$ cat config.mk
export PLATFORM = sky130hd
export DESIGN_NAME = bump_arena_allocator_core
export DESIGN_NICKNAME = d
export VERILOG_FILES = /design/src/rtl/baa_pkg.sv /design/src/rtl/bump_arena_allocator_core.sv /design/src/rtl/baa_req_prep.sv /design/src/rtl/baa_alloc_core.sv
export SDC_FILE = /design/constraint.sdc
export NUM_CORES = 2
export LEC_CHECK = 0
export BUFFER_PORTS_ARGS = -buffer_cell sky130_fd_sc_hd__buf_2
export CAP_MARGIN = 15
export CORE_ASPECT_RATIO = 1.75
export CORE_UTILIZATION = 55
export CTS_CLUSTER_SIZE = 30
export DETAILED_ROUTE_END_ITERATION = 7
export GPL_TIMING_DRIVEN = 0
export HOLD_SLACK_MARGIN = 0.03
export PLACE_DENSITY_LB_ADDON = 0.12
export SLEW_MARGIN = 20
export SYNTH_ARGS = -nofsm -noshare
export SYNTH_HDL_FRONTEND = slang
export SYNTH_SLANG_ARGS = --single-unit
$ cat constraint.sdc
create_clock -name clk -period 15.1 [get_ports clk]
set_input_delay 0.755 -clock clk [delete_from_list [all_inputs] [get_ports clk]]
set_output_delay 0.755 -clock clk [all_outputs]
set_load 0.005 [all_outputs]
$ cat src/rtl/baa_pkg.sv
// Shared types and codes for the bump arena allocator.
package baa_pkg;

  localparam int unsigned CFG_IDX_W = 2;
  localparam int unsigned DATA_W    = 32;

  // Configuration register indexes
  localparam logic [CFG_IDX_W-1:0] REG_BASE_ADDRESS = 2'd0;
  localparam logic [CFG_IDX_W-1:0] REG_CAPACITY     = 2'd1;

  typedef enum logic [1:0] {
    OP_ALLOC   = 2'd0,
    OP_CALLOC  = 2'd1,
    OP_RESET   = 2'd2,
    OP_RELEASE = 2'd3
  } op_t;

  typedef enum logic [2:0] {
    ST_OK      = 3'd0,
    ST_NOSETUP = 3'd1,
    ST_ZERO    = 3'd2,
    ST_ALIGN   = 3'd3,
    ST_OVF     = 3'd4,
    ST_ROOM    = 3'd5,
    ST_MARK    = 3'd6
  } status_t;

  // Request after the state-independent checks
  typedef struct packed {
    op_t               op;
    logic [DATA_W-1:0] size;        // request size, or count*size for calloc
    logic              pre_err;     // calloc failed before the arena is looked at
    status_t           pre_status;
    logic [DATA_W-1:0] align_mask;  // effective alignment minus one
    logic              align_bad;
    logic [DATA_W-1:0] mark;
  } prep_t;

  // Result word plus the next arena state
  typedef struct packed {
    status_t           status;
    logic [DATA_W-1:0] address;
    logic [DATA_W-1:0] used;
    logic [DATA_W-1:0] remaining;
    logic [DATA_W-1:0] peak;
    logic [DATA_W-1:0] offset_nxt;
    logic [DATA_W-1:0] hw_nxt;
  } result_t;

endpackage

$ cat src/rtl/bump_arena_allocator_core.sv
// Top level of the bump-pointer arena allocator.
//
// Usage:
//   cfg_*  plain write port. Index 0 is the arena base address, index 1 the
//          capacity in bytes; either write clears the offset and the peak.
//          Other indexes are ignored. Write only while the block is idle.
//   in_*   request words (valid/ready): alloc, calloc, reset or release.
//   out_*  one result word per request (valid/ready): status, address,
//          used, remaining and peak.
// Pipeline: input register -> calloc multiply and alignment checks ->
//   arena step and result register. One request per cycle sustained
//   while out_ready is high. The running offset is read and written
//   only in the last stage, so back-to-back requests see each other's
//   effect with no bubble.
// Each stage holds its word while the next stage is full; in_ready stays
// high while any stage is empty, so requests keep flowing while a result
// waits for out_ready.
// Reset (rst_n low, synchronous) empties the pipeline and clears base,
// capacity, offset and peak: the arena is not set up until configured.
module bump_arena_allocator_core
  import baa_pkg::*;
#(
  parameter int unsigned ADDR_WIDTH = 32,
  parameter int unsigned MIN_ALIGN  = 4
) (
  input  logic                 clk,
  input  logic                 rst_n,
  input  logic                 cfg_we,
  input  logic [CFG_IDX_W-1:0] cfg_index,
  input  logic [DATA_W-1:0]    cfg_wdata,
  input  logic                 in_valid,
  output logic                 in_ready,
  input  logic [1:0]           in_op,
  input  logic [DATA_W-1:0]    in_size,
  input  logic [DATA_W-1:0]    in_count,
  input  logic [DATA_W-1:0]    in_align,
  input  logic [DATA_W-1:0]    in_mark_offset,
  output logic                 out_valid,
  input  logic                 out_ready,
  output logic [2:0]           out_status,
  output logic [DATA_W-1:0]    out_address,
  output logic [DATA_W-1:0]    out_used,
  output logic [DATA_W-1:0]    out_remaining,
  output logic [DATA_W-1:0]    out_peak
);

  // config and arena state
  logic [DATA_W-1:0] base_r, cap_r, offset_r, hw_r;

  // stage 0: raw request
  logic              s0_valid_r;
  op_t               s0_op_r;
  logic [DATA_W-1:0] s0_size_r, s0_count_r, s0_align_r, s0_mark_r;

  // stage 1: prepared request
  logic  s1_valid_r;
  prep_t s1_req_r;
  prep_t prep;

  // output stage
  logic    out_valid_r;
  result_t out_r;
  result_t res;

  logic o_free, s1_free, s0_free, s1_move, s0_move, in_acc;

  assign o_free  = !out_valid_r || out_ready;
  assign s1_free = !s1_valid_r || o_free;
  assign s0_free = !s0_valid_r || s1_free;
  assign s1_move = s1_valid_r && o_free;
  assign s0_move = s0_valid_r && s1_free;
  assign in_ready = s0_free;
  assign in_acc   = in_valid && s0_free;

  baa_req_prep #(
    .MIN_ALIGN(MIN_ALIGN)
  ) u_prep (
    .op    (s0_op_r),
    .size  (s0_size_r),
    .count (s0_count_r),
    .align (s0_align_r),
    .mark  (s0_mark_r),
    .prep  (prep)
  );

  baa_alloc_core #(
    .ADDR_WIDTH(ADDR_WIDTH)
  ) u_core (
    .req          (s1_req_r),
    .base_address (base_r),
    .capacity     (cap_r),
    .offset       (offset_r),
    .high_water   (hw_r),
    .res          (res)
  );

  // handshake flags
  always_ff @(posedge clk) begin
    if (!rst_n) begin
      s0_valid_r  <= 1'b0;
      s1_valid_r  <= 1'b0;
      out_valid_r <= 1'b0;
    end else begin
      if (s0_free)  s0_valid_r  <= in_valid;
      if (s1_free)  s1_valid_r  <= s0_valid_r;
      if (o_free)   out_valid_r <= s1_valid_r;
    end
  end

  // payload stages
  always_ff @(posedge clk) begin
    if (in_acc) begin
      s0_op_r    <= op_t'(in_op);
      s0_size_r  <= in_size;
      s0_count_r <= in_count;
      s0_align_r <= in_align;
      s0_mark_r  <= in_mark_offset;
    end
    if (s0_move) s1_req_r <= prep;
    if (s1_move) out_r    <= res;
  end

  // configuration and arena state
  always_ff @(posedge clk) begin
    if (!rst_n) begin
      base_r   <= '0;
      cap_r    <= '0;
      offset_r <= '0;
      hw_r     <= '0;
    end else if (cfg_we) begin
      unique case (cfg_index)
        REG_BASE_ADDRESS: begin
          base_r   <= cfg_wdata;
          offset_r <= '0;
          hw_r     <= '0;
        end
        REG_CAPACITY: begin
          cap_r    <= cfg_wdata;
          offset_r <= '0;
          hw_r     <= '0;
        end
        default: ;  // unmapped index, write dropped
      endcase
    end else if (s1_move) begin
      offset_r <= res.offset_nxt;
      hw_r     <= res.hw_nxt;
    end
  end

  assign out_valid     = out_valid_r;
  assign out_status    = out_r.status;
  assign out_address   = out_r.address;
  assign out_used      = out_r.used;
  assign out_remaining = out_r.remaining;
  assign out_peak      = out_r.peak;

endmodule

$ cat src/rtl/baa_req_prep.sv
// Request front end: calloc product and alignment checks.
module baa_req_prep
  import baa_pkg::*;
#(
  parameter int unsigned MIN_ALIGN = 4
) (
  input  op_t               op,
  input  logic [DATA_W-1:0] size,
  input  logic [DATA_W-1:0] count,
  input  logic [DATA_W-1:0] align,
  input  logic [DATA_W-1:0] mark,
  output prep_t             prep
);

  logic [2*DATA_W-1:0] prod;
  logic [DATA_W-1:0]   al_eff;

  assign prod   = (2*DATA_W)'(count) * (2*DATA_W)'(size);
  assign al_eff = (align < DATA_W'(MIN_ALIGN)) ? DATA_W'(MIN_ALIGN) : align;

  always_comb begin
    prep.op         = op;
    prep.size       = size;
    prep.pre_err    = 1'b0;
    prep.pre_status = ST_OK;
    prep.align_mask = al_eff - DATA_W'(1);
    prep.align_bad  = (al_eff & (al_eff - DATA_W'(1))) != '0;
    prep.mark       = mark;
    if (op == OP_CALLOC) begin
      prep.size = prod[DATA_W-1:0];
      if (count == '0 || size == '0) begin
        prep.pre_err    = 1'b1;
        prep.pre_status = ST_ZERO;
      end else if (|prod[2*DATA_W-1:DATA_W]) begin
        prep.pre_err    = 1'b1;
        prep.pre_status = ST_OVF;
      end
    end
  end

endmodule

$ cat src/rtl/baa_alloc_core.sv
// Arena step: bump, reset or release against the running offset.
module baa_alloc_core
  import baa_pkg::*;
#(
  parameter int unsigned ADDR_WIDTH = 32
) (
  input  prep_t             req,
  input  logic [DATA_W-1:0] base_address,
  input  logic [DATA_W-1:0] capacity,
  input  logic [DATA_W-1:0] offset,
  input  logic [DATA_W-1:0] high_water,
  output result_t           res
);

  localparam int unsigned AW = ADDR_WIDTH;

  logic [AW-1:0]     base_a, cur_a, mask_a, aligned_a, aoff_a;
  logic [63:0]       aoff_w, aligned_w;
  logic [DATA_W:0]   end_w;
  logic              setup, wrap, aoff_hi;
  logic [DATA_W-1:0] off_n, hw_n;
  status_t           st;
  logic [DATA_W-1:0] addr;

  assign base_a    = AW'(base_address);
  assign setup     = (capacity != '0) && (base_a != '0);
  assign cur_a     = base_a + AW'(offset);
  assign mask_a    = AW'(req.align_mask);
  assign aligned_a = (cur_a + mask_a) & ~mask_a;
  assign wrap      = aligned_a < base_a;
  assign aoff_a    = aligned_a - base_a;
  assign aoff_w    = 64'(aoff_a);
  assign aligned_w = 64'(aligned_a);
  assign aoff_hi   = |aoff_w[63:DATA_W];
  assign end_w     = {1'b0, aoff_w[DATA_W-1:0]} + {1'b0, req.size};

  always_comb begin
    st    = ST_OK;
    addr  = '0;
    off_n = offset;
    hw_n  = high_water;
    unique case (req.op)
      OP_ALLOC, OP_CALLOC: begin
        if (req.pre_err)                 st = req.pre_status;
        else if (!setup)                 st = ST_NOSETUP;
        else if (req.size == '0)         st = ST_ZERO;
        else if (req.align_bad)          st = ST_ALIGN;
        else if (wrap || aoff_hi || end_w[DATA_W]) st = ST_OVF;
        else if (end_w[DATA_W-1:0] > capacity)     st = ST_ROOM;
        else begin
          off_n = end_w[DATA_W-1:0];
          addr  = aligned_w[DATA_W-1:0];
          if (end_w[DATA_W-1:0] > high_water) hw_n = end_w[DATA_W-1:0];
        end
      end
      OP_RESET: begin
        if (!setup) st = ST_NOSETUP;
        else        off_n = '0;
      end
      OP_RELEASE: begin
        if (!setup)                st = ST_NOSETUP;
        else if (req.mark > offset) st = ST_MARK;
        else                       off_n = req.mark;
      end
      default: st = ST_OK;
    endcase
  end

  always_comb begin
    res.status     = st;
    res.address    = addr;
    res.used       = off_n;
    res.remaining  = (capacity >= off_n) ? (capacity - off_n) : '0;
    res.peak       = hw_n;
    res.offset_nxt = off_n;
    res.hw_nxt     = hw_n;
  end

endmodule
Word level (Yosys, flattened, before mapping) --
Index checks and enable logic that the tools add are counted.
Word-level totals: bits in registers 495, output and inout port bits 133, input port bits 169, ROM bits 0, latch bits 0, RAM bits 0, logic and storage cells 116, memories kept 0
Cells by class: div/mod/pow operators 0, add/sub/neg operators 6, bitwise gates (word level) 6, multipliers 1, equal/unequal tests 6, reduce and logical (&&, ||, !) cells 29, muxes and demuxes 37, shift operators 0, magnitude comparators 6
Operators with widths (number):
- $mux 32 | 23
- $gt 32x32->1 | 3
- $logic_not 32->1 | 3
- $pmux 32 s3 | 1
- $reduce_bool 32->1 | 3
- $add 32x32->32 | 2
- $and 32x32->32 | 2
- $mul 32x32->64 | 1
- $sub 32x32->32 | 2
- $mux 36 | 1
- $add 32x32->33 | 1
- $ge 32x32->1 | 1
- $lt 32x3->1 const B | 1
- $lt 32x32->1 | 1
- $not 32->32 | 1
- $reduce_or 32->1 | 1
- $sub 32x1->32 const B | 1
- $mux 3 | 8
- $pmux 3 s3 | 1
- $mux 4 | 2
- $reduce_or 7->1 | 1
- $eq 2x1->1 const B | 3
- $reduce_and 2->1 | 3
- $reduce_or 2->1 | 3
- 9 further kinds | 22

Logic depth before layout (Yosys ltp) --
depth after elaboration 16, gate-level depth with buffers 62, depth with buffers taken out 59

Hierarchy --
From an unflattened synthesis, not the netlist that was laid out.
Second synthesis, totals: cells, all modules 6664, area total of the unflattened synthesis 64154.0 um2
Modules (own cells, without submodules):
- baa_req_prep | area each 35579.1 um2, instances 1, sequential area each 0.0 um2, cells each 4028
- bump_arena_allocator_core | area each 16079.2 um2, instances 1, sequential area each 13553.0 um2, cells each 949
- baa_alloc_core | area each 12495.7 um2, instances 1, sequential area each 0.0 um2, cells each 1687

Least setup slack after synthesis --
Ideal clock, no wire load.
kind flip-flop to flip-flop, start reg base_r[1], end reg out_r, in the netlist out_remaining[19] (data pin), period minus slack after synthesis 11990 ps, data required time 14822 ps, arrival time 11712 ps, library setup time 278 ps, cell stages (with the launch flop) 57, path buffers 3, slack 3110 ps, cells stage by stage dfxtp_1 inv_1 fa_1 inv_1 ha_1 fa_1 a21o_1 a21oi_1 o21bai_1 a2111o_1 nand2_1 o21a_1 o21ai_1 xnor2_1 nor2_1 ha_1 a21o_1 a21o_1 [21 not listed] and2_1 clkbuf_1 clkbuf_1 a22oi_1 and2_1 ha_1 a21o_1 a21o_1 a221oi_1 o21ai_1 a2bb2oi_1 a31oi_1 o2111ai_1 nand2_1 a21oi_1 o21a_1 buf_1 nor3_1
Between the ends: longest elaborated chain between the ends 14, elaborated cells between the ends (all ways) 21, those cells by class add/sub (5); order compare (3); mux (9); bitwise (1); reduce/logical (3)
RTL lines:
- start, declared | line bump_arena_allocator_core.sv:48 | logic [DATA_W-1:0] base_r, cap_r, offset_r, hw_r;
- start signal, assigned | line bump_arena_allocator_core.sv:133 | base_r <= cfg_wdata;
- $add 32x32->32 * | line baa_alloc_core.sv:27 | assign cur_a = base_a + AW'(offset);
- $add 32x32->32 * | line baa_alloc_core.sv:29 | assign aligned_a = (cur_a + mask_a) & ~mask_a;
- $and 32x32->32 * | line baa_alloc_core.sv:29
- net u_core.aligned_a[13] | line baa_alloc_core.sv:17 | logic [AW-1:0] base_a, cur_a, mask_a, aligned_a, aoff_a;
- $sub 32x32->32 | line baa_alloc_core.sv:31 | assign aoff_a = aligned_a - base_a;
- $add 32x32->33 | line baa_alloc_core.sv:35 | assign end_w = {1'b0, aoff_w[DATA_W-1:0]} + {1'b0, req.size};
- $gt 32x32->1 | line baa_alloc_core.sv:49 | else if (end_w[DATA_W-1:0] > capacity) st = ST_ROOM;
- $mux 32 | line baa_alloc_core.sv:49
- $mux 32 * | line baa_alloc_core.sv:48 | else if (wrap || aoff_hi || end_w[DATA_W]) st = ST_OVF;
- $mux 32 * | line baa_alloc_core.sv:47 | else if (req.align_bad) st = ST_ALIGN;
- $mux 32 * | line baa_alloc_core.sv:46 | else if (req.size == '0) st = ST_ZERO;
- $mux 32 * | line baa_alloc_core.sv:45 | else if (!setup) st = ST_NOSETUP;
- $mux 32 * | line baa_alloc_core.sv:44 | if (req.pre_err) st = req.pre_status;
- $pmux 32 s3 * | line baa_alloc_core.sv:42 | unique case (req.op)
- $sub 32x32->32 or $ge 32x32->1 (tied branches) | line baa_alloc_core.sv:73 | res.remaining = (capacity >= off_n) ? (capacity - off_n) : '0;
- end signal, assigned | line bump_arena_allocator_core.sv:120 | if (s1_move) out_r <= res;
- end, declared | line bump_arena_allocator_core.sv:62 | result_t out_r;
Mark *: on every way through the listed nets, which the timed path passes. The rest lies on a longest branch. A chain may end at the register's enable or synchronous reset.

Worst setup path in the final report --
start reg base_r[1], end reg out_r, in the netlist out_remaining[31] (data pin)
Same word-level chain as after synthesis.

==> summary.txt <==
Status
  – Status: completed

Hold path
  – Hold path start: in_align[12]
  – Min-Delay Endpoint: s0_align_r[12]
  – WHS Path Cells: 1
  – Tightest Hold Check Type: input pin to register

Route
  – Final WL: about 250000 um
  – Drt wl/cell: ~29 um
  – Routed Antenna Nets: 0
  – Drt via density: 5.94
  – DRT iter0 DRCs: between 3k and 4k
  – Pre-antenna DRT Iters: 7
  – # DRC: 0
  – DR vias: 50.8k

STA
  – Max Clock Freq: 67.6 MHz
  – Final period util: 0.980
  – Slew @ Worst Pin: 1.35 ns
  – Final hold viol count: 0
  – Crit path time final: 14.80 ns
  – Setup Skew: 0.0436 ns
  – Max-slew headroom: 0.0974
  – Max Slew Vio Count: 0
  – Final setup fails: 0
  – Slack of the critical path: 0.304 ns
  – Final TNS setup: 0 ns

Cells and area
  – FILL cells: roughly 10k
  – Register area: 0.0135 mm2
  – Area Overhead vs Synth: 9.53%
  – Footprint of the multi-input gates: 0.0435 mm2
  – Cell area after layout: 0.0686 mm2
  – Final net count: 8619
  – Layout cells sized above 1: 0.0760
  – Layout Cells excl Fill: 8542

Setup path
  – CP Max Fanout: 10
  – Critical Path AT: 15.20 ns
  – R2R Setup Slk: about 0.30 ns
  – Crit path kind: register to register
  – Worst Reg-to-Reg Cells: between 50 and 60
  – Worst r2r dst: out_remaining[31]
  – CP most frequent cell: ha_1
  – Max incr delay on CP: approximately 0.7 ns
  – Startpoint types: register
  – R2r startpoint: base_r[1]
  – Critical Path Slowest Stage Cell: o211ai_1
  – CP Capture Type: register
  – Worst EP required: 15.50 ns

Clock network
  – Clock tree buffer depth: 3
  – TritonCTS clock tree: done
  – CTS sink cnt: 494
  – Worst-path clk slew: 0.08 ns
  – CTS buffer count: between 40 and 50
  – Root buffer cell: clkbuf_16
  – H-tree levels: 2
  – Worst-Skew Late Latency: 0.69 ns

Floorplanning
  – Core Region: about 0.11 mm2
  – Rows: 163
  – Die area: 0.115 mm2
  – Die Width: between 200 and 300 um
  – Die height: 448 um
  – Num ports: 302
  – Starting Density: 0.555

Synthesis
  – Main combinational cell family by area after synthesis: adder cells
  – Synthesized cell area: 0.0626 mm2
  – Mux contribution to synthesized area: 0.00628
  – Synth unique cells: 93
  – Register area share after synthesis: 0.216
  – FF+latch count, synth: 494
  – Post-synth EDFFs: 363
  – Asr flop ratio synth: 0
  – Fraction of synthesized cell area in xor and xnor cells: 0.0199
  – Most common cell in the netlist: inv_1
  – Top cell type's share of synthesized area: 0.297
  – Syn. warnings: 0
  – Mean post-synth cell area: 9.46 um2
  – Compound-gate portion of the synthesized area: 0.0941
  – Commonest cells post-synth: 1207 x inv_1, 930 x fa_1, 783 x nand2_1
  – Syn Nets: approximately 8.2k
  – Synthesized instance count: 6618
  – Synth Flop Type: edfxtp_1
  – Area contributors post-synth: fa_1 30%, edfxtp_1 17%, ha_1 10%
  – Adder-Cell Fraction of Synth Area: 0.402
  – Yosys top cell by area: fa_1
  – Area fraction in and, or, nand and nor cells after synthesis: 0.168

Placed design
  – Pre-CTS setup slack: -3.02 ns
  – Placed cell count: 8427
  – Post-DP HPWL: 206000 um
  – # port buffers: 300
  – RD Place Congestion: 1.11
  – Post-DP Area: 0.0665 mm2

Global route
  – Pin count of the biggest net entering global routing: 32
  – Antenna violations before repair: 26
  – Gr ovfl total: 0
  – Total global-route track usage: 0.439
  – Vias in the first global route: approximately 54k
  – First-pass GRT wire length: 355000 um

Job
  – Max-cap violations: 0
-- area by class of cell --
| type | instances | area share |
|---|---|---|
| Antenna cell | 20 | 0.000730 |
| Buffer | 326 | 0.0199 |
| Clock buffer | 52 | 0.0184 |
| Clock inverter | 40 | 0.00712 |
| Inverter | 1207 | 0.0661 |
| Multi-Input combinational cell | 4591 | 0.634 |
| Sequential cell | 494 | 0.197 |
| Tap cell | 1485 | 0.0271 |
| Timing Repair Buffer | 327 | 0.0296 |
-- how the worst max path moves through the flow --
stage | startpoint | end | depth (start not counted)
2_1_floorplan | base_r[1] | out_remaining[19] | 56
3_3_place_gp | base_r[1] | out_remaining[19] | 58
3_5_place_dp | base_r[1] | out_remaining[19] | 59
4_1_cts | base_r[1] | out_remaining[19] | 59
5_1_grt | base_r[1] | out_remaining[19] | 59
6_report | base_r[1] | out_remaining[31] | 55
-- per-stage QoR --
step | util | hold WS [ns]
detailed placement | 0.590 | 0.405
global placement | 0.585 | 0.402
finish | 0.608 | 0.235
floorplan | - | 0.400
global route | 0.608 | 0.225
CTS | 0.606 | 0.213
-- critical path: cells and delay by family, from the launching register on --
family | cells | cell delay [ns]
muxes | 1 | 0.21
AOI/OAI and AO/OA | 26 | 7.36
DFF | 1 | 0.40
and+or+nand+nor | 13 | 2.41
xor gates and xnor gates | 3 | 0.45
adders and majority gates | 7 | 2.58
buffers and inverters | 5 | 1.08
-- routing by layer --
metal	global-route usage	vias up	share of wire	wire length, um
met5	0	-	0.00057	140
li1	-	21900	-	-
met2	0.781	2540	0.51	125000
met3	0.101	1354	0.066	16400
met1	0.365	24900	0.27	67300
met4	0.536	14	0.15	38200
-- logic make-up (layout without fill, tap and decap cells) --
logic type,Yosys count,count (layout)
multiplexers,35,35
buffers and inverters,1533,1952
AND/OR/NAND/NOR,2082,2082
XOR/XNOR,141,141
AO/OA/AOI/OAI,879,879
other,0,20
flip-flops,494,494
adder cells (fa/ha/maj),1454,1454
-- sequential cells by signal (all words and copies together), names as in the netlist --
name,count
s1_req_r,102
out_valid,1
s1_valid_r,1
out_peak,32
s0_align_r,32
base_r,32
out_used,32
out_status,3
out_address,32
out_remaining,32
s0_op_r,2
s0_count_r,32
s0_size_r,32
s0_mark_r,32
offset_r,32
cap_r,32
hw_r,32
s0_valid_r,1
-- timing repair --
action | in CTS | in global routing
hold buffers | 0 | 0
gates resized for setup | 24 | 22
buffers inserted | 1 | 2
gates cloned | 0 | 0
endpoints found under the setup margin | 32 | 32
pin swaps | 1 | 6
-- cell usage in the layout, fill, tap and decap left out, types with 22 or more instances in the layout --
cell type  instances
o21a_1            27
nor2_1           197
or3_1             22
nand4_1           73
xnor2_1           84
nor4_1            61
and3_1            35
inv_1           1207
and2_1           667
a21oi_1          202
clkbuf_16         50
nand2_1          783
a31oi_1           23
buf_2            303
a21boi_0          76
mux2_2            29
a22oi_1           33
edfxtp_1         363
ha_1             524
clkbuf_1         292
nor2b_1           32
o2bb2ai_1         31
dfxtp_1          130
o21ai_0          130
a21o_1           124
fa_1             930
nand2b_1          37
xor2_1            50
nor3_1            66
o21ai_1           26
nand3_1           49
a22o_1            34
Power is left out: the tool's default activity adds up to more than one toggle a clock period on the data nets, which glitch-free logic cannot reach.
